===== src/sdi_pkg.sv =====
package sdi_pkg;

  // register indexes on the configuration port
  localparam logic [1:0] REG_READY_WAIT = 2'd0;
  localparam logic [1:0] REG_RESET_RETRY = 2'd1;
  localparam logic [1:0] REG_IDLE_RETRY = 2'd2;
  localparam logic [1:0] REG_POLL_LIMIT = 2'd3;

  localparam logic [15:0] READY_WAIT_RST = 16'hFFF0;
  localparam logic [7:0] RESET_RETRY_RST = 8'd20;
  localparam logic [15:0] IDLE_RETRY_RST = 16'hFFFE;
  localparam logic [7:0] POLL_LIMIT_RST = 8'd255;

  // command steps
  localparam logic [3:0] STEP_CMD0 = 4'd0;
  localparam logic [3:0] STEP_CMD8 = 4'd1;
  localparam logic [3:0] STEP_V2_CMD55 = 4'd2;
  localparam logic [3:0] STEP_V2_ACMD41 = 4'd3;
  localparam logic [3:0] STEP_CMD58 = 4'd4;
  localparam logic [3:0] STEP_PROBE_CMD55 = 4'd5;
  localparam logic [3:0] STEP_PROBE_ACMD41 = 4'd6;
  localparam logic [3:0] STEP_V1_CMD55 = 4'd7;
  localparam logic [3:0] STEP_V1_ACMD41 = 4'd8;
  localparam logic [3:0] STEP_MMC_CMD1 = 4'd9;
  localparam logic [3:0] STEP_CMD16 = 4'd10;

  localparam logic [2:0] CARD_NONE = 3'd0;
  localparam logic [2:0] CARD_MMC = 3'd1;
  localparam logic [2:0] CARD_SDV1 = 3'd2;
  localparam logic [2:0] CARD_SDV2 = 3'd3;
  localparam logic [2:0] CARD_SDHC = 3'd4;

  localparam logic [7:0] IDLE_BYTE = 8'hFF;
  localparam logic [7:0] R1_IDLE = 8'h01;
  localparam logic [7:0] CHECK_PATTERN = 8'hAA;
  localparam logic [7:0] NO_RESP_CODE = 8'hAA;
  localparam logic [3:0] INIT_CLOCK_BYTES = 4'd10;
  localparam logic [3:0] FRAME_BYTES = 4'd6;

  typedef struct packed {
    logic       action;
    logic [7:0] rx_byte;
  } item_t;

  typedef struct packed {
    logic [7:0] tx_byte;
    logic       chip_select_n;
    logic       slow_clock;
    logic       done_res;
    logic [2:0] card_type;
    logic [7:0] init_code;
  } result_t;

  typedef struct packed {
    logic [15:0] ready_wait_limit;
    logic [7:0]  reset_retry_limit;
    logic [15:0] idle_exit_retry_limit;
    logic [7:0]  response_poll_limit;
  } cfg_t;

  // byte of the 6-byte command frame for a step; unknown steps fall back to CMD0
  function automatic logic [7:0] frame_byte(input logic [3:0] step, input logic [3:0] slot);
    logic [5:0]  cmd;
    logic [31:0] arg;
    logic [7:0]  crc;
    logic [7:0]  b;
    cmd = 6'd0;
    arg = 32'd0;
    crc = 8'h01;
    case (step)
      STEP_CMD0: begin
        crc = 8'h95;
      end
      STEP_CMD8: begin
        cmd = 6'd8;
        arg = 32'h0000_01AA;
        crc = 8'h87;
      end
      STEP_V2_CMD55, STEP_PROBE_CMD55, STEP_V1_CMD55: cmd = 6'd55;
      STEP_V2_ACMD41: begin
        cmd = 6'd41;
        arg = 32'h4000_0000;
      end
      STEP_CMD58: cmd = 6'd58;
      STEP_PROBE_ACMD41, STEP_V1_ACMD41: cmd = 6'd41;
      STEP_MMC_CMD1: cmd = 6'd1;
      STEP_CMD16: begin
        cmd = 6'd16;
        arg = 32'd512;
      end
      default: begin
        crc = 8'h95;
      end
    endcase
    case (slot)
      4'd0: b = {2'b01, cmd};
      4'd1: b = arg[31:24];
      4'd2: b = arg[23:16];
      4'd3: b = arg[15:8];
      4'd4: b = arg[7:0];
      default: b = crc;
    endcase
    return b;
  endfunction

endpackage


===== src/sdi_in_reg.sv =====
module sdi_in_reg import sdi_pkg::*; (
  input  logic  clk_i,
  input  logic  rst_ni,
  input  logic  in_valid_i,
  output logic  in_ready_o,
  input  item_t in_item_i,
  input  logic  take_i,
  output logic  valid_o,
  output item_t item_o
);

  logic  valid_q;
  item_t item_q;

  assign in_ready_o = !valid_q || take_i;
  assign valid_o    = valid_q;
  assign item_o     = item_q;

  always_ff @(posedge clk_i or negedge rst_ni) begin
    if (!rst_ni) begin
      valid_q <= 1'b0;
    end else if (in_ready_o) begin
      valid_q <= in_valid_i;
    end
  end

  always_ff @(posedge clk_i) begin
    if (in_valid_i && in_ready_o) begin
      item_q <= in_item_i;
    end
  end

endmodule


===== src/sdi_core.sv =====
module sdi_core import sdi_pkg::*; (
  input  logic       clk_i,
  input  logic       rst_ni,
  input  logic       cfg_valid_i,
  input  logic [1:0] cfg_index_i,
  input  logic [15:0] cfg_data_i,
  input  logic       fire_i,
  input  item_t      item_i,
  output result_t    result_o
);

  localparam logic [3:0] PH_IDLE = 4'd0;
  localparam logic [3:0] PH_CLOCKS = 4'd1;
  localparam logic [3:0] PH_DESEL = 4'd2;
  localparam logic [3:0] PH_WAIT = 4'd3;
  localparam logic [3:0] PH_FAILDESEL = 4'd4;
  localparam logic [3:0] PH_FRAME = 4'd5;
  localparam logic [3:0] PH_POLL = 4'd6;
  localparam logic [3:0] PH_TRAILER = 4'd7;
  localparam logic [3:0] PH_FINAL = 4'd8;

  cfg_t cfg_q;

  logic [3:0]  phase_q, phase_d;
  logic [3:0]  slot_q, slot_d;
  logic [3:0]  cmd_q, cmd_d;
  logic [15:0] wait_q, wait_d;
  logic [15:0] retry_q, retry_d;
  logic [7:0]  tries_q, tries_d;
  logic [7:0]  last_q, last_d;
  logic [1:0]  tidx_q, tidx_d;
  logic        match_q, match_d;
  logic [2:0]  type_q, type_d;

  always_ff @(posedge clk_i or negedge rst_ni) begin
    if (!rst_ni) begin
      cfg_q.ready_wait_limit      <= READY_WAIT_RST;
      cfg_q.reset_retry_limit     <= RESET_RETRY_RST;
      cfg_q.idle_exit_retry_limit <= IDLE_RETRY_RST;
      cfg_q.response_poll_limit   <= POLL_LIMIT_RST;
    end else if (cfg_valid_i) begin
      case (cfg_index_i)
        REG_READY_WAIT:  cfg_q.ready_wait_limit <= cfg_data_i;
        REG_RESET_RETRY: cfg_q.reset_retry_limit <= cfg_data_i[7:0];
        REG_IDLE_RETRY:  cfg_q.idle_exit_retry_limit <= cfg_data_i;
        REG_POLL_LIMIT:  cfg_q.response_poll_limit <= cfg_data_i[7:0];
        default: ;
      endcase
    end
  end

  always_ff @(posedge clk_i or negedge rst_ni) begin
    if (!rst_ni) begin
      phase_q <= PH_IDLE;
      slot_q  <= '0;
      cmd_q   <= '0;
      wait_q  <= '0;
      retry_q <= '0;
      tries_q <= '0;
      last_q  <= IDLE_BYTE;
      tidx_q  <= '0;
      match_q <= 1'b0;
      type_q  <= CARD_NONE;
    end else if (fire_i) begin
      phase_q <= phase_d;
      slot_q  <= slot_d;
      cmd_q   <= cmd_d;
      wait_q  <= wait_d;
      retry_q <= retry_d;
      tries_q <= tries_d;
      last_q  <= last_d;
      tidx_q  <= tidx_d;
      match_q <= match_d;
      type_q  <= type_d;
    end
  end

  always_comb begin
    logic        fin;
    logic [7:0]  resp;
    logic [15:0] wait_inc;
    logic [3:0]  ci;
    logic        special;
    phase_d  = phase_q;
    slot_d   = slot_q;
    cmd_d    = cmd_q;
    wait_d   = wait_q;
    retry_d  = retry_q;
    tries_d  = tries_q;
    last_d   = last_q;
    tidx_d   = tidx_q;
    match_d  = match_q;
    type_d   = type_q;
    fin      = 1'b0;
    resp     = IDLE_BYTE;
    wait_inc = wait_q + 16'd1;
    special  = 1'b0;
    result_o = '{tx_byte: IDLE_BYTE, chip_select_n: 1'b1, slow_clock: 1'b0,
                 done_res: 1'b0, card_type: CARD_NONE, init_code: 8'd0};

    if (!item_i.action) begin
      phase_d = PH_CLOCKS;
      slot_d  = '0;
      cmd_d   = STEP_CMD0;
      wait_d  = '0;
      retry_d = '0;
      tries_d = '0;
      last_d  = IDLE_BYTE;
      tidx_d  = '0;
      match_d = 1'b0;
      type_d  = CARD_NONE;
    end else begin
      case (phase_q)
        PH_CLOCKS: begin
          slot_d = slot_q + 4'd1;
          if (slot_q >= INIT_CLOCK_BYTES - 4'd1) begin
            slot_d  = '0;
            cmd_d   = STEP_CMD0;
            phase_d = PH_DESEL;
          end
        end
        PH_DESEL: begin
          phase_d = PH_WAIT;
          wait_d  = '0;
        end
        PH_WAIT: begin
          if (item_i.rx_byte == IDLE_BYTE) begin
            phase_d = PH_FRAME;
            slot_d  = '0;
          end else begin
            wait_d = wait_inc;
            if (wait_inc >= cfg_q.ready_wait_limit) phase_d = PH_FAILDESEL;
          end
        end
        PH_FAILDESEL: begin
          fin  = 1'b1;
          resp = IDLE_BYTE;
        end
        PH_FRAME: begin
          slot_d = slot_q + 4'd1;
          if (slot_q >= FRAME_BYTES - 4'd1) begin
            slot_d  = '0;
            phase_d = PH_POLL;
            wait_d  = '0;
          end
        end
        PH_POLL: begin
          if (item_i.rx_byte[7] && (wait_q < {8'd0, cfg_q.response_poll_limit})) begin
            wait_d = wait_inc;
          end else begin
            fin  = 1'b1;
            resp = item_i.rx_byte;
          end
        end
        PH_TRAILER: begin
          tidx_d = tidx_q + 2'd1;
          if (cmd_q == STEP_CMD8) begin
            if (tidx_q == 2'd2) match_d = (item_i.rx_byte == R1_IDLE);
            if (tidx_q == 2'd3) begin
              if (match_q && item_i.rx_byte == CHECK_PATTERN) begin
                retry_d = '0;
                cmd_d   = STEP_V2_CMD55;
                phase_d = PH_DESEL;
              end else begin
                phase_d = PH_FINAL;
              end
            end
          end else if (cmd_q == STEP_CMD58) begin
            // CCS bit of the OCR top byte
            if (tidx_q == 2'd0) match_d = item_i.rx_byte[6];
            if (tidx_q == 2'd3) begin
              type_d  = match_q ? CARD_SDHC : CARD_SDV2;
              phase_d = PH_FINAL;
            end
          end else begin
            phase_d = PH_FINAL;
          end
        end
        PH_FINAL: begin
          special  = 1'b1;
          phase_d  = PH_IDLE;
          result_o.done_res  = 1'b1;
          result_o.card_type = type_q;
          result_o.init_code = (type_q != CARD_NONE) ? 8'd0 :
                               ((last_q != 8'd0) ? last_q : NO_RESP_CODE);
        end
        default: begin
          special = 1'b1;
          phase_d = PH_IDLE;
        end
      endcase
    end

    if (fin) begin
      case (cmd_q)
        STEP_CMD0: begin
          last_d = resp;
          if (resp == R1_IDLE) begin
            cmd_d   = STEP_CMD8;
            phase_d = PH_DESEL;
          end else if (tries_q < cfg_q.reset_retry_limit) begin
            tries_d = tries_q + 8'd1;
            cmd_d   = STEP_CMD0;
            phase_d = PH_DESEL;
          end else begin
            phase_d = PH_FINAL;
          end
        end
        STEP_CMD8: begin
          if (resp == R1_IDLE) begin
            phase_d = PH_TRAILER;
            tidx_d  = '0;
            match_d = 1'b0;
          end else begin
            cmd_d   = STEP_PROBE_CMD55;
            phase_d = PH_DESEL;
          end
        end
        STEP_CMD58: begin
          if (resp == 8'd0) begin
            phase_d = PH_TRAILER;
            tidx_d  = '0;
            match_d = 1'b0;
          end else begin
            phase_d = PH_FINAL;
          end
        end
        STEP_V2_CMD55: begin
          cmd_d   = STEP_V2_ACMD41;
          phase_d = PH_DESEL;
        end
        STEP_V2_ACMD41: begin
          last_d = resp;
          if (resp == 8'd0) begin
            cmd_d   = STEP_CMD58;
            phase_d = PH_DESEL;
          end else if (retry_q < cfg_q.idle_exit_retry_limit) begin
            retry_d = retry_q + 16'd1;
            cmd_d   = STEP_V2_CMD55;
            phase_d = PH_DESEL;
          end else begin
            phase_d = PH_FINAL;
          end
        end
        STEP_PROBE_CMD55: begin
          cmd_d   = STEP_PROBE_ACMD41;
          phase_d = PH_DESEL;
        end
        STEP_PROBE_ACMD41: begin
          last_d  = resp;
          retry_d = '0;
          phase_d = PH_DESEL;
          if (resp <= R1_IDLE) begin
            type_d = CARD_SDV1;
            cmd_d  = STEP_V1_CMD55;
          end else begin
            type_d = CARD_MMC;
            cmd_d  = STEP_MMC_CMD1;
          end
        end
        STEP_V1_CMD55: begin
          cmd_d   = STEP_V1_ACMD41;
          phase_d = PH_DESEL;
        end
        STEP_V1_ACMD41, STEP_MMC_CMD1: begin
          last_d = resp;
          if (resp == 8'd0) begin
            cmd_d   = STEP_CMD16;
            phase_d = PH_DESEL;
          end else if (retry_q < cfg_q.idle_exit_retry_limit) begin
            retry_d = retry_q + 16'd1;
            cmd_d   = (cmd_q == STEP_MMC_CMD1) ? STEP_MMC_CMD1 : STEP_V1_CMD55;
            phase_d = PH_DESEL;
          end else begin
            type_d  = CARD_NONE;
            phase_d = PH_FINAL;
          end
        end
        STEP_CMD16: begin
          if (resp != 8'd0) type_d = CARD_NONE;
          phase_d = PH_FINAL;
        end
        default: phase_d = PH_FINAL;
      endcase
    end

    // describe the next slot from the updated state
    if (!special) begin
      ci = (cmd_d > STEP_CMD16) ? STEP_CMD0 : cmd_d;
      result_o.slow_clock = 1'b1;
      if (phase_d == PH_WAIT || phase_d == PH_POLL || phase_d == PH_TRAILER ||
          phase_d == PH_FRAME) begin
        result_o.chip_select_n = 1'b0;
      end
      if (phase_d == PH_FRAME) result_o.tx_byte = frame_byte(ci, slot_d);
    end else begin
      ci = STEP_CMD0;
    end
  end

endmodule


===== src/sdi_out_reg.sv =====
module sdi_out_reg import sdi_pkg::*; (
  input  logic    clk_i,
  input  logic    rst_ni,
  input  logic    load_i,
  input  result_t result_i,
  input  logic    out_ready_i,
  output logic    out_valid_o,
  output logic    free_o,
  output result_t result_o
);

  logic    valid_q;
  result_t result_q;

  assign free_o      = !valid_q || out_ready_i;
  assign out_valid_o = valid_q;
  assign result_o    = result_q;

  always_ff @(posedge clk_i or negedge rst_ni) begin
    if (!rst_ni) begin
      valid_q <= 1'b0;
    end else if (free_o) begin
      valid_q <= load_i;
    end
  end

  always_ff @(posedge clk_i) begin
    if (load_i) begin
      result_q <= result_i;
    end
  end

endmodule


===== src/sd_spi_card_init_sequencer.sv =====
// SD card SPI-mode init sequencer, host side, one SPI byte slot per transaction.
// Input channel (in_valid_i/in_ready_o): action_i = 0 starts or restarts the
// sequence, action_i = 1 reports rx_byte_i, the byte the card sent in the slot
// just finished. Every input transaction yields exactly one output transaction
// describing the next slot: tx_byte_o, chip_select_n_o and slow_clock_o. When
// done_res_o is set the sequence is over and card_type_o / init_code_o hold the
// result (card type, 0 on success or the failing response byte).
// Configuration writes (cfg_valid_i/cfg_ready_o, cfg_index_i, cfg_data_i) are
// always accepted and must only be issued while no transaction is in flight.
// Path: an accepted input goes into the input register, then the result register.
// Throughput: one transaction per cycle while the receiver does not stall; the state
// is updated by a single pass of logic as an item moves into the result register.
// Reset brings back the default limits and an idle sequencer with both
// registers empty. If the receiver stalls, the result register holds and the
// input register still takes one more item; after that in_ready_o drops.
module sd_spi_card_init_sequencer import sdi_pkg::*; (
  input  logic        clk_i,
  input  logic        rst_ni,
  input  logic        in_valid_i,
  output logic        in_ready_o,
  input  logic        action_i,
  input  logic [7:0]  rx_byte_i,
  output logic        out_valid_o,
  input  logic        out_ready_i,
  output logic [7:0]  tx_byte_o,
  output logic        chip_select_n_o,
  output logic        slow_clock_o,
  output logic        done_res_o,
  output logic [2:0]  card_type_o,
  output logic [7:0]  init_code_o,
  input  logic        cfg_valid_i,
  output logic        cfg_ready_o,
  input  logic [1:0]  cfg_index_i,
  input  logic [15:0] cfg_data_i
);

  item_t   in_item, stage_item;
  logic    stage_valid, out_free, fire;
  result_t core_result, out_result;

  assign in_item     = '{action: action_i, rx_byte: rx_byte_i};
  assign fire        = stage_valid && out_free;
  assign cfg_ready_o = 1'b1;

  sdi_in_reg u_in_reg (
    .clk_i      (clk_i),
    .rst_ni     (rst_ni),
    .in_valid_i (in_valid_i),
    .in_ready_o (in_ready_o),
    .in_item_i  (in_item),
    .take_i     (out_free),
    .valid_o    (stage_valid),
    .item_o     (stage_item)
  );

  sdi_core u_core (
    .clk_i       (clk_i),
    .rst_ni      (rst_ni),
    .cfg_valid_i (cfg_valid_i),
    .cfg_index_i (cfg_index_i),
    .cfg_data_i  (cfg_data_i),
    .fire_i      (fire),
    .item_i      (stage_item),
    .result_o    (core_result)
  );

  sdi_out_reg u_out_reg (
    .clk_i       (clk_i),
    .rst_ni      (rst_ni),
    .load_i      (fire),
    .result_i    (core_result),
    .out_ready_i (out_ready_i),
    .out_valid_o (out_valid_o),
    .free_o      (out_free),
    .result_o    (out_result)
  );

  assign tx_byte_o       = out_result.tx_byte;
  assign chip_select_n_o = out_result.chip_select_n;
  assign slow_clock_o    = out_result.slow_clock;
  assign done_res_o      = out_result.done_res;
  assign card_type_o     = out_result.card_type;
  assign init_code_o     = out_result.init_code;

endmodule


===== config.mk =====
export PLATFORM = sky130hd
export DESIGN_NAME = sd_spi_card_init_sequencer
export DESIGN_NICKNAME = d
export VERILOG_FILES = /design/src/sdi_pkg.sv /design/src/sdi_in_reg.sv /design/src/sdi_core.sv /design/src/sdi_out_reg.sv /design/src/sd_spi_card_init_sequencer.sv
export SDC_FILE = /design/constraint.sdc
export NUM_CORES = 1
export LEC_CHECK = 0
export BUFFER_PORTS_ARGS = -buffer_cell sky130_fd_sc_hd__buf_2
export CAP_MARGIN = 25
export CORE_MARGIN = 2
export CORE_UTILIZATION = 60
export DETAILED_ROUTE_END_ITERATION = 10
export PLACE_DENSITY = 0.79
export SYNTH_ARGS = -nofsm -noshare
export SYNTH_HDL_FRONTEND = slang
export SYNTH_SLANG_ARGS = --single-unit

===== constraint.sdc =====
create_clock -name clk_i -period 5.4 [get_ports clk_i]
set_clock_uncertainty 0.05 [all_clocks]
set_input_delay 0.27 -clock clk_i [delete_from_list [all_inputs] [get_ports clk_i]]
set_output_delay 0.27 -clock clk_i [all_outputs]
set_load 0.03 [all_outputs]

# Word level (Yosys, flattened, before mapping)
# Cells that the tools add are included.
op_classes:
  n_addsub: 5
  n_lt_le_gt_ge: 8
  eq_ne: 49
  n_mux: 109
  bitwise: 4
  n_reduce_logical: 37
ops:
  columns: ["operator", "count"]
  rows:
  - ["2-to-1 mux 16 bit", 12]
  - ["2-to-1 mux 4 bit", 36]
  - ["2-to-1 mux 8 bit", 13]
  - ["case mux 31 bit (3 select lines)", 1]
  - ["== test 4 x 3 -> 1 bit, second input constant", 16]
  - ["case mux 16 bit (4 select lines)", 1]
  - ["case mux 8 bit (5 select lines)", 1]
  - ["== test 4 x 2 -> 1 bit, second input constant", 9]
  - ["case mux 6 bit (6 select lines)", 1]
  - ["2-to-1 mux 3 bit", 11]
  - ["adder 16 x 1 -> 16 bit, second input constant", 2]
  - ["case mux 16 bit (2 select lines)", 1]
  - ["case mux 4 bit (8 select lines)", 1]
  - ["== test 4 bit, second input constant", 7]
  - ["case mux 4 bit (6 select lines)", 1]
  - ["case mux 4 bit (5 select lines)", 1]
  - ["== test 4 x 1 -> 1 bit, second input constant", 4]
  - ["== test 8 x 1 -> 1 bit, second input constant", 2]
  - ["== test 8 bit, second input constant", 2]
  - [">= comparator 16 bit", 1]
  - ["less-than comparator 16 bit", 1]
  - ["less-than comparator 16 x 8 -> 1 bit", 1]
  - ["case mux 8 bit (2 select lines)", 1]
  - ["nonzero test 8 bit", 2]
  - ["37 further kinds", 84]
word_totals:
  reg_bits: 147
  output_inout_bits: 25

# Longest topological paths before layout
# Gate-level depths: netlist of run 1.
depth:
  word_depth: 17
  depth_mapped: 16
  depth_no_buf: 16

# Modules after synthesis
# A second synthesis of run 1 with hierarchy kept.
hier_totals:
  hier_cells: 945
  hier_area_um2: 8954.8
by_module_without_submodules:
  columns: ["module", "n_inst", "cells_each", "area_per_inst_um2", "seq_area_each_um2"]
  rows:
  - ["sdi_core", 1, 904, 7905.1, 2909.0]
  - ["sdi_out_reg", 1, 25, 708.2, 685.7]
  - ["sdi_in_reg", 1, 13, 324.1, 295.3]
  - ["sd_spi_card_init_sequencer", 1, 3, 17.5, 0.0]

# Least setup slack after synthesis of run 1
# OpenSTA, ideal clock, no wires.
synth_path:
  path_kind: "register -> register"
  startpoint: "reg u_core.wait_q[5]"
  endpoint: "reg u_out_reg.result_q, in the netlist u_out_reg.result_o[15] (data pin)"
  setup_time_ps: 264
  arrival_time_ps: 2899
  setup_slack_ps: 2187
  stages_incl_launch_ff: 17
  path_cell_list: "dfrtp_1 and3_1 nand3_1 nor3_1 nand2_1 xnor2_1 ha_1 nand2_1 nor2_1 a2111oi_0 o311a_1 o31ai_1 o32ai_1 a32oi_1 nand3_1 a311oi_1 nand3_1"
synth_between:
  elab_chain_len: 15
  elab_cells_between_ends: 52
  classes_between: "1 x add/sub; 4 x order compare; 12 x eq/ne; 28 x mux; 1 x bitwise; 6 x reduce/logical"
synth_rtl:
  columns: ["item", "line", "rtl"]
  rows:
  - ["from (decl)", "sdi_core.sv:27", "logic [15:0] wait_q, wait_d;"]
  - ["from (signal assigned)", "sdi_core.sv:68", "wait_q <= wait_d;"]
  - ["less-than comparator 16 x 8 -> 1 bit", "sdi_core.sv:148", "if (item_i.rx_byte[7] && (wait_q < {8'd0, cfg_q.response_poll_limit})) begin"]
  - ["logical AND 1 bit", "sdi_core.sv:148", null]
  - ["2-to-1 mux 8 bit", "sdi_core.sv:148", null]
  - ["2-to-1 mux 8 bit", "sdi_core.sv:113", "case (phase_q)"]
  - ["2-to-1 mux 8 bit", "sdi_core.sv:101", "if (!item_i.action) begin"]
  - ["<= comparator 8 x 1 -> 1 bit, or another cell as far along", "sdi_core.sv:253", "if (resp <= R1_IDLE) begin"]
  - ["2-to-1 mux 4 bit, on equally long branches", null, null]
  - ["case mux 4 bit (8 select lines)", "sdi_core.sv:195", "case (cmd_q)"]
  - ["2-to-1 mux 4 bit", "sdi_core.sv:194", "if (fin) begin"]
  - ["greater-than comparator 4 bit", "sdi_core.sv:289", "ci = (cmd_d > STEP_CMD16) ? STEP_CMD0 : cmd_d;"]
  - ["2-to-1 mux 4 bit", "sdi_core.sv:289", null]
  - ["== test 4 x 2 -> 1 bit, or another cell as far along", "sdi_pkg.sv:70", "case (step)"]
  - ["OR reduction 9 bit (no source line) / OR reduction 3 bit (equally long branches)", null, null]
  - ["case mux 8 bit (2 select lines) / case mux 6 bit (6 select lines) (equally long branches)", "sdi_pkg.sv:70", null]
  - ["case mux 8 bit (5 select lines)", "sdi_pkg.sv:95", "case (slot)"]
  - ["to (signal assigned)", "sdi_out_reg.sv:29", "result_q <= result_i;"]
  - ["to (decl)", "sdi_out_reg.sv:13", "result_t result_q;"]
# Several ways; a longest one is shown, not always the timed one.
# A chain may end at the register's enable or synchronous reset.

# Worst setup path in the final report of run 1
layout_path:
  startpoint: "reg u_core.wait_q[5]"
  endpoint: "reg u_out_reg.result_q, in the netlist u_out_reg.result_o[17] (data pin)"
layout_between:
  elab_chain_len: 15
  elab_cells_between_ends: 50
  classes_between: "1 x add/sub; 4 x order compare; 12 x eq/ne; 27 x mux; 1 x bitwise; 5 x reduce/logical"
layout_rtl:
  columns: ["item", "line"]
  rows:
  - ["less-than comparator 16 x 8 -> 1 bit", "sdi_core.sv:148"]
  - ["logical AND 1 bit", "sdi_core.sv:148"]
  - ["2-to-1 mux 8 bit", "sdi_core.sv:148"]
  - ["2-to-1 mux 8 bit", "sdi_core.sv:113"]
  - ["2-to-1 mux 8 bit", "sdi_core.sv:101"]
  - ["<= comparator 8 x 1 -> 1 bit, or another cell as far along", "sdi_core.sv:253"]
  - ["2-to-1 mux 4 bit, on equally long branches", null]
  - ["case mux 4 bit (8 select lines)", "sdi_core.sv:195"]
  - ["2-to-1 mux 4 bit", "sdi_core.sv:194"]
  - ["greater-than comparator 4 bit", "sdi_core.sv:289"]
  - ["2-to-1 mux 4 bit", "sdi_core.sv:289"]
  - ["== test 4 x 2 -> 1 bit, or another cell as far along", "sdi_pkg.sv:70"]
  - ["OR reduction 3 bit (no source line)", null]
  - ["case mux 6 bit (6 select lines)", "sdi_pkg.sv:70"]
  - ["case mux 8 bit (5 select lines)", "sdi_pkg.sv:95"]
# Several ways; a longest one is shown, not always the timed one.

==> flow_summary.yaml, run 1 <==
run_status:
  outcome: "complete, no violations"
timing:
  finalMaxSlewViolations: 0
  rsz0062_at_grt: "no"
  fin_ws_ns: 1.302
  setup_viol: 0
  max_slew_margin_pct: 42.27
  worstMarginPinSlew_ns: 0.8628
  tns_ns: 0
  fin_crit_ns: 4.098
  fin_hold_ws_ns: 0.009391
  fin_crit_sh_pct: 75.90
  clock.fmax_mhz: 244.0
  hold_viol_final: 0
layout:
  utilization_pct: 69.40
  layout_common_cells: "nand2_1 (121), o21ai_0 (88), dfrtp_1 (71)"
  diodes: 0
  nets: 1105
  area_growth_pct: 12.43
  drive_above_1_share_pct: 19.19
  final_common_cell: "nand2_1"
clock_tree:
  cts_sinks: 147
  cts_tree: "yes"
  cts_buffers: 17
  htreeDepth: 4
  insertion_delay_ns: 0.43
  path_clk_slew_ns: 0.06
  ctsResizeCount: 0
  cts-root-buf: "clkbuf_16"
  clockBufferDepth: 2
  postCtsHoldBufs: 10
  post_cts_buffers: 0
min_path:
  hold_class: "input pin to flop"
  min_from: "in_valid_i"
  hold_depth: 2
  hold_end: "u_in_reg.valid_o"
synthesis:
  synth_fp_nets: 1048
  synthCells: 962
  ys_types: 86
  synth-seq-cells: 147
  synth-async-reset-ratio_pct: 78.91
  synth_warnings: 0
  synth_ff_type: "dfrtp_1"
  synth_area_um2: 9039
  synth_edf_count: 31
  ys_seq_area_share_pct: 43.04
  syn_avg_cell_area_um2: 9.396
worst_setup_path:
  cp-start-kind: "flop"
  cp_cell_sequence: "and3_1 > nand3_1 > nor3_1 > nand2_1 > xnor2_1 > ha_1 > nand2_1 > nor2_1 > a2111oi_0 > o311a_1 > o31ai_1 > o32ai_1 > a32oi_1 > nand3_1 > a41oi_2 > o31ai_1"
  cp.arrival_ns: 4.22
  slowest_delay_ns: 0.50
  r2r_end: "u_out_reg.result_o[17]"
  critPathMaxFanout: 6
  required_ns: 5.52
  slowest_stage: "o31ai_1"
  crit_buf_inv: 0
  r2r_slack_ns: 1.30
  timing.rr.start: "u_core.wait_q[5]"
  crit_type: "flop to flop"
  r2r_cells: 16
  cpLargestDelayFamily: "compound AO/OA/AOI/OAI gates"
  critPathCaptureType: "flop"
die:
  fp.dieW_um: 126.7
  rows: 44
  dieArea_um2: 16060
  ioPinCount: 57
  core_um2: 14640
  die_h_um: 126.7
  start_util_pct: 61.72
routing:
  postRouteAntennaNets: 0
  wire_per_inst_um: 17.60
  drtPass1Iterations: 6
  vias: 7493
  wl_um: 21400
  drc: 0
  drt_iter0_markers: 661
  viasPerCell: 6.162
global_routing:
  antenna_found_initial: 0
  grt_pass1_vias: 7215
  grt_max_degree: 66
  grtUsageTotal_pct: 27.92
  grt_pass1_wl_um: 35740
  gr-total-overflow: 0
run:
  drv_cap: 0
power_and_ir_drop:
  p_leak_nw: 4.445
  power_density_nw_per_um2: 305.3
  vdd_drop_max_mv: 0.2681
  p_total_mw: 3.102
placement:
  hpwl_um: 14990
  gp_congestion: 0.9462
  dpl_worst_slack_ns: 1.450
  numPortBuffers: 55
-- worst max path at each step --
stage	to	start	slack, ns	depth (start not counted)
4_1_cts	u_out_reg.result_o[17]	u_core.wait_q[5]	1.36	16
3_3_place_gp	u_out_reg.result_o[17]	u_core.wait_q[5]	1.58	16
2_1_floorplan	u_out_reg.result_o[15]	u_core.wait_q[5]	2.19	16
6_report	u_out_reg.result_o[17]	u_core.wait_q[5]	1.30	16
5_1_grt	u_out_reg.result_o[17]	u_core.wait_q[5]	1.04	16
3_5_place_dp	u_out_reg.result_o[17]	u_core.wait_q[6]	1.45	16
-- cell families after synthesis --
family	count (synthesis)	synth area share, %
AND/OR/NAND/NOR	369	20.86
AO/OA/AOI/OAI	239	17.89
flip-flops	147	43.04
buffers and inverters	96	4.264
adder cells (fa/ha/maj)	55	7.586
multiplexers	37	4.582
XOR/XNOR	18	1.744
other	1	0.04149
-- through the flow --
stage               area, µm²  instances
floorplan                9039        962
global placement         9452       1174
detailed placement       9452       1174
CTS                     10160       1216
global route            10160       1216
finish                  10160       1216
-- area by class of cell --
cell class | instances | area (µm²)
tap | 184 | 230.2
inverter | 62 | 232.7
clock inverter | 12 | 152.6
multi-input combinational | 719 | 4768
timing repair buffer | 72 | 430.4
sequential | 147 | 3890
fill | 1134 | 4482
clock buffer | 20 | 457.9
-- report_power, final --
part,switching (mW),leakage (nW),internal [mW],total (mW)
logic,0.320,2.44,0.199,0.519
registers,0.0831,1.71,1.27,1.35
clock network,0.475,0.296,0.754,1.23
total,0.877,4.44,2.22,3.10
-- synthesized netlist by cell type, types with 7 or more instances --
master / instances / share of area [%]
clkbuf_1: 25 / 1.0
a31oi_1: 10 / 0.69
a211oi_1: 9 / 0.75
mux2_2: 35 / 4.4
xor2_1: 8 / 0.78
a21oi_1: 34 / 1.9
nand2b_1: 35 / 2.4
nor2b_1: 11 / 0.76
inv_1: 58 / 2.4
nand3_1: 24 / 1.3
and2_1: 9 / 0.62
dfstp_2: 45 / 13
o31ai_1: 8 / 0.66
nor4_1: 10 / 0.69
and3_1: 21 / 1.5
a22o_1: 13 / 1.3
ha_1: 54 / 7.5
o22a_1: 7 / 0.68
nand4_1: 15 / 1.0
nor2_1: 67 / 2.8
nor3_1: 19 / 1.1
nand2_1: 121 / 5.0
o211ai_1: 7 / 0.58
dfrtp_1: 71 / 20
edfxtp_1: 31 / 10
o21ai_0: 88 / 4.9
a21o_1: 9 / 0.75
xnor2_1: 10 / 0.97
-- layer usage --
| metal | GRT usage [%] | part of all wire (%) |
|---|---|---|
| met2 | 47.57 | 50 |
| met5 | 0 | 0 |
| met1 | 36.18 | 43 |
| met3 | 4.977 | 4.5 |
| met4 | 9.696 | 2.3 |
-- worst register-to-register path, cell delays in order, from the launching register on --
cell and delay (ns):
dfrtp_1 0.44, and3_1 0.23, nand3_1 0.10, nor3_1 0.31
nand2_1 0.12, xnor2_1 0.18, ha_1 0.36, nand2_1 0.07
nor2_1 0.14, a2111oi_0 0.09, o311a_1 0.13, o31ai_1 0.50
o32ai_1 0.17, a32oi_1 0.27, nand3_1 0.28, a41oi_2 0.29
o31ai_1 0.11
-- flip-flops by register name, summed over array words and instances (netlist names) --
name,flops
u_core.wait_q,16
u_out_reg.out_valid_o,1
u_core.type_q,3
u_core.cfg_q,48
u_in_reg.item_o,9
u_core.tidx_q,2
u_core.last_q,8
u_core.slot_q,4
u_out_reg.result_o,22
u_core.cmd_q,4
u_core.tries_q,8
u_core.match_q,1
u_in_reg.valid_o,1
u_core.retry_q,16
u_core.phase_q,4
Note: power is estimated with default switching activity, not from simulation.
==> run 2: changes to the inputs <==
- CORE_UTILIZATION: 60 -> 56
- PLACE_DENSITY: 0.79 -> 0.77
- clock period: 5.4 -> 3.4 ns (I/O delays scaled with it)
==> flow_summary.yaml, run 2 (synthesis gave the netlist of run 1 again) <==
placement:
  dp.cells: 1265
  numPortBuffers: 55
  gp_congestion: 0.9918
  dpl_worst_slack_ns: -0.1507
  hpwl_um: 15580
power_and_ir_drop:
  pwr-share-clk_pct: 39.3
  power_density_nw_per_um2: 452.3
  pwr-share-seq_pct: 41.8
  p_leak_nw: 4.965
  p_total_mw: 5.083
  internal_power_mw: 3.643
  p_switching_mw: 1.440
  combPwrFrac_pct: 18.9
  vdd_drop_max_mv: 0.3014
  switching_share_pct: 28.34
timing:
  fin_crit_sh_pct: 102.4
  clock.fmax_mhz: 287.3
  fin_crit_ns: 3.480
  hold_viol_final: 0
  finalMaxSlewViolations: 0
  tns_ns: -0.2800
  max_slew_margin_pct: 35.92
  worstMarginPinSlew_ns: 0.9539
  fin_ws_ns: -0.08041
  setup_viol: 7
  rsz0062_at_grt: "yes"
worst_setup_path:
  critPathMaxFanout: 3
  slowest_stage: "dfrtp_1"
  r2r_slack_ns: -0.08
  cp-start-kind: "flop"
  required_ns: 3.53
  crit_buf_inv: 1
  slowest_delay_ns: 0.38
  r2r_cells: 14
  critPathCaptureType: "flop"
  cpLargestDelayFamily: "compound AO/OA/AOI/OAI gates"
  path_depth: 14
  crit_type: "flop to flop"
  timing.rr.start: "u_core.wait_q[1]"
  cp.arrival_ns: 3.61
  cp_cell_sequence: "nand2_1 > nor2_2 > and3_4 > xor2_2 > ha_4 > a21oi_2 > nor2_4 > a2111oi_2 > o311a_1 > o31ai_4 > o32ai_2 > a32oi_1 > buf_4 > maj3_2"
  r2r_end: "u_out_reg.result_o[13]"
run_status:
  outcome: "complete, but fails checks"
  failed_checks: "setup timing"
global_routing:
  grt_pass1_vias: 7707
  grt_pass1_wl_um: 37870
  grtUsageTotal_pct: 28.21
  gr-total-overflow: 0
  grt_max_degree: 68
  antenna_found_initial: 0
clock_tree:
  cts_buffers: 17
  cts_sinks: 147
  cts_tree: "yes"
  path_clk_slew_ns: 0.06
  cts-root-buf: "clkbuf_16"
  insertion_delay_ns: 0.43
  clockBufferDepth: 2
  htreeDepth: 4
die:
  rows: 46
  ioPinCount: 57
  die_h_um: 131.0
  start_util_pct: 57.11
  core_um2: 15830
  fp.dieW_um: 131.0
  dieArea_um2: 17170
layout:
  final_cells: 1341
  largest_reg_flops: 48
  nets: 1198
  multi_input_area_um2: 5014
  utilization_pct: 71.01
  nFillCells: 1079
  layout_common_cells: "nand2_1 (118), o21ai_0 (86), buf_4 (79)"
  drive_above_1_share_pct: 27.64
  regArea_um2: 3890
  regMostFlops: "u_core.cfg_q"
  diodes: 0
  area_growth_pct: 24.35
  final_common_cell: "nand2_1"
min_path:
  min_from: "cfg_data_i[0]"
  hold_class: "input pin to flop"
  hold_depth: 2
  hold_end: "u_core.cfg_q[8]"
routing:
  wire_per_inst_um: 17.79
  wl_um: 23850
  drt_iter0_markers: 744
  viasPerCell: 5.973
  drtPass1Iterations: 6
  drc: 0
  vias: 8010
  postRouteAntennaNets: 0
run:
  drv_cap: 0
==> run 2: timing repair <==
action | in CTS | in global routing
hold buffers | 27 | 0
endpoints found under the setup margin | 9 | 17
buffers inserted | 10 | 6
endpoints found under the hold margin | 76 | 0
pin swaps | 15 | 11
cloned | 0 | 1
resized for setup | 22 | 27
==> run 2: layer usage <==
| layer | global-route usage (%) | wire length, µm | vias to the layer above |
|---|---|---|---|
| met4 | 11.20 | 635 | 0 |
| met2 | 46.78 | 11890 | 311 |
| met1 | 36.60 | 10050 | 3863 |
| met3 | 5.415 | 1281 | 61 |
| li1 | - | - | 3775 |
| met5 | 0 | 0 | - |
==> run 2: final cells by class <==
| class | count | area share [%] |
|---|---|---|
| multi-input combinational | 720 | 44.61 |
| tap | 216 | 2.405 |
| clock buffer | 21 | 4.286 |
| clock inverter | 11 | 1.302 |
| inverter | 62 | 2.071 |
| timing repair buffer | 164 | 10.72 |
| sequential | 147 | 34.61 |
==> run 2: worst max path at each step <==
stage                                start                     end
final                     u_core.wait_q[1]  u_out_reg.result_o[13]
after global routing      u_core.wait_q[7]  u_out_reg.result_o[17]
after CTS                 u_core.wait_q[5]  u_out_reg.result_o[13]
after detailed placement  u_core.wait_q[7]  u_out_reg.result_o[19]
after global placement    u_core.wait_q[5]  u_out_reg.result_o[17]
after floorplan           u_core.wait_q[5]  u_out_reg.result_o[15]
==> run 2: through the flow <==
step                      hold slack (ns)  instance area [µm²]
final                             0.04040                11240
after CTS                         0.05543                11040
after detailed placement           0.2827                 9960
after floorplan                   -0.1756                 9039
after global routing              0.03973                11240
after global placement             0.2764                 9960
==> run 2: power by group through the flow <==
stage	registers, mW	logic (mW)	clock network [mW]
after floorplan	2.15	0.574	0
after global placement	2.14	0.850	0
after detailed placement	2.15	0.871	0
after CTS	2.12	0.925	2.01
after global routing	2.14	1.07	2.08
final	2.12	0.963	2.00
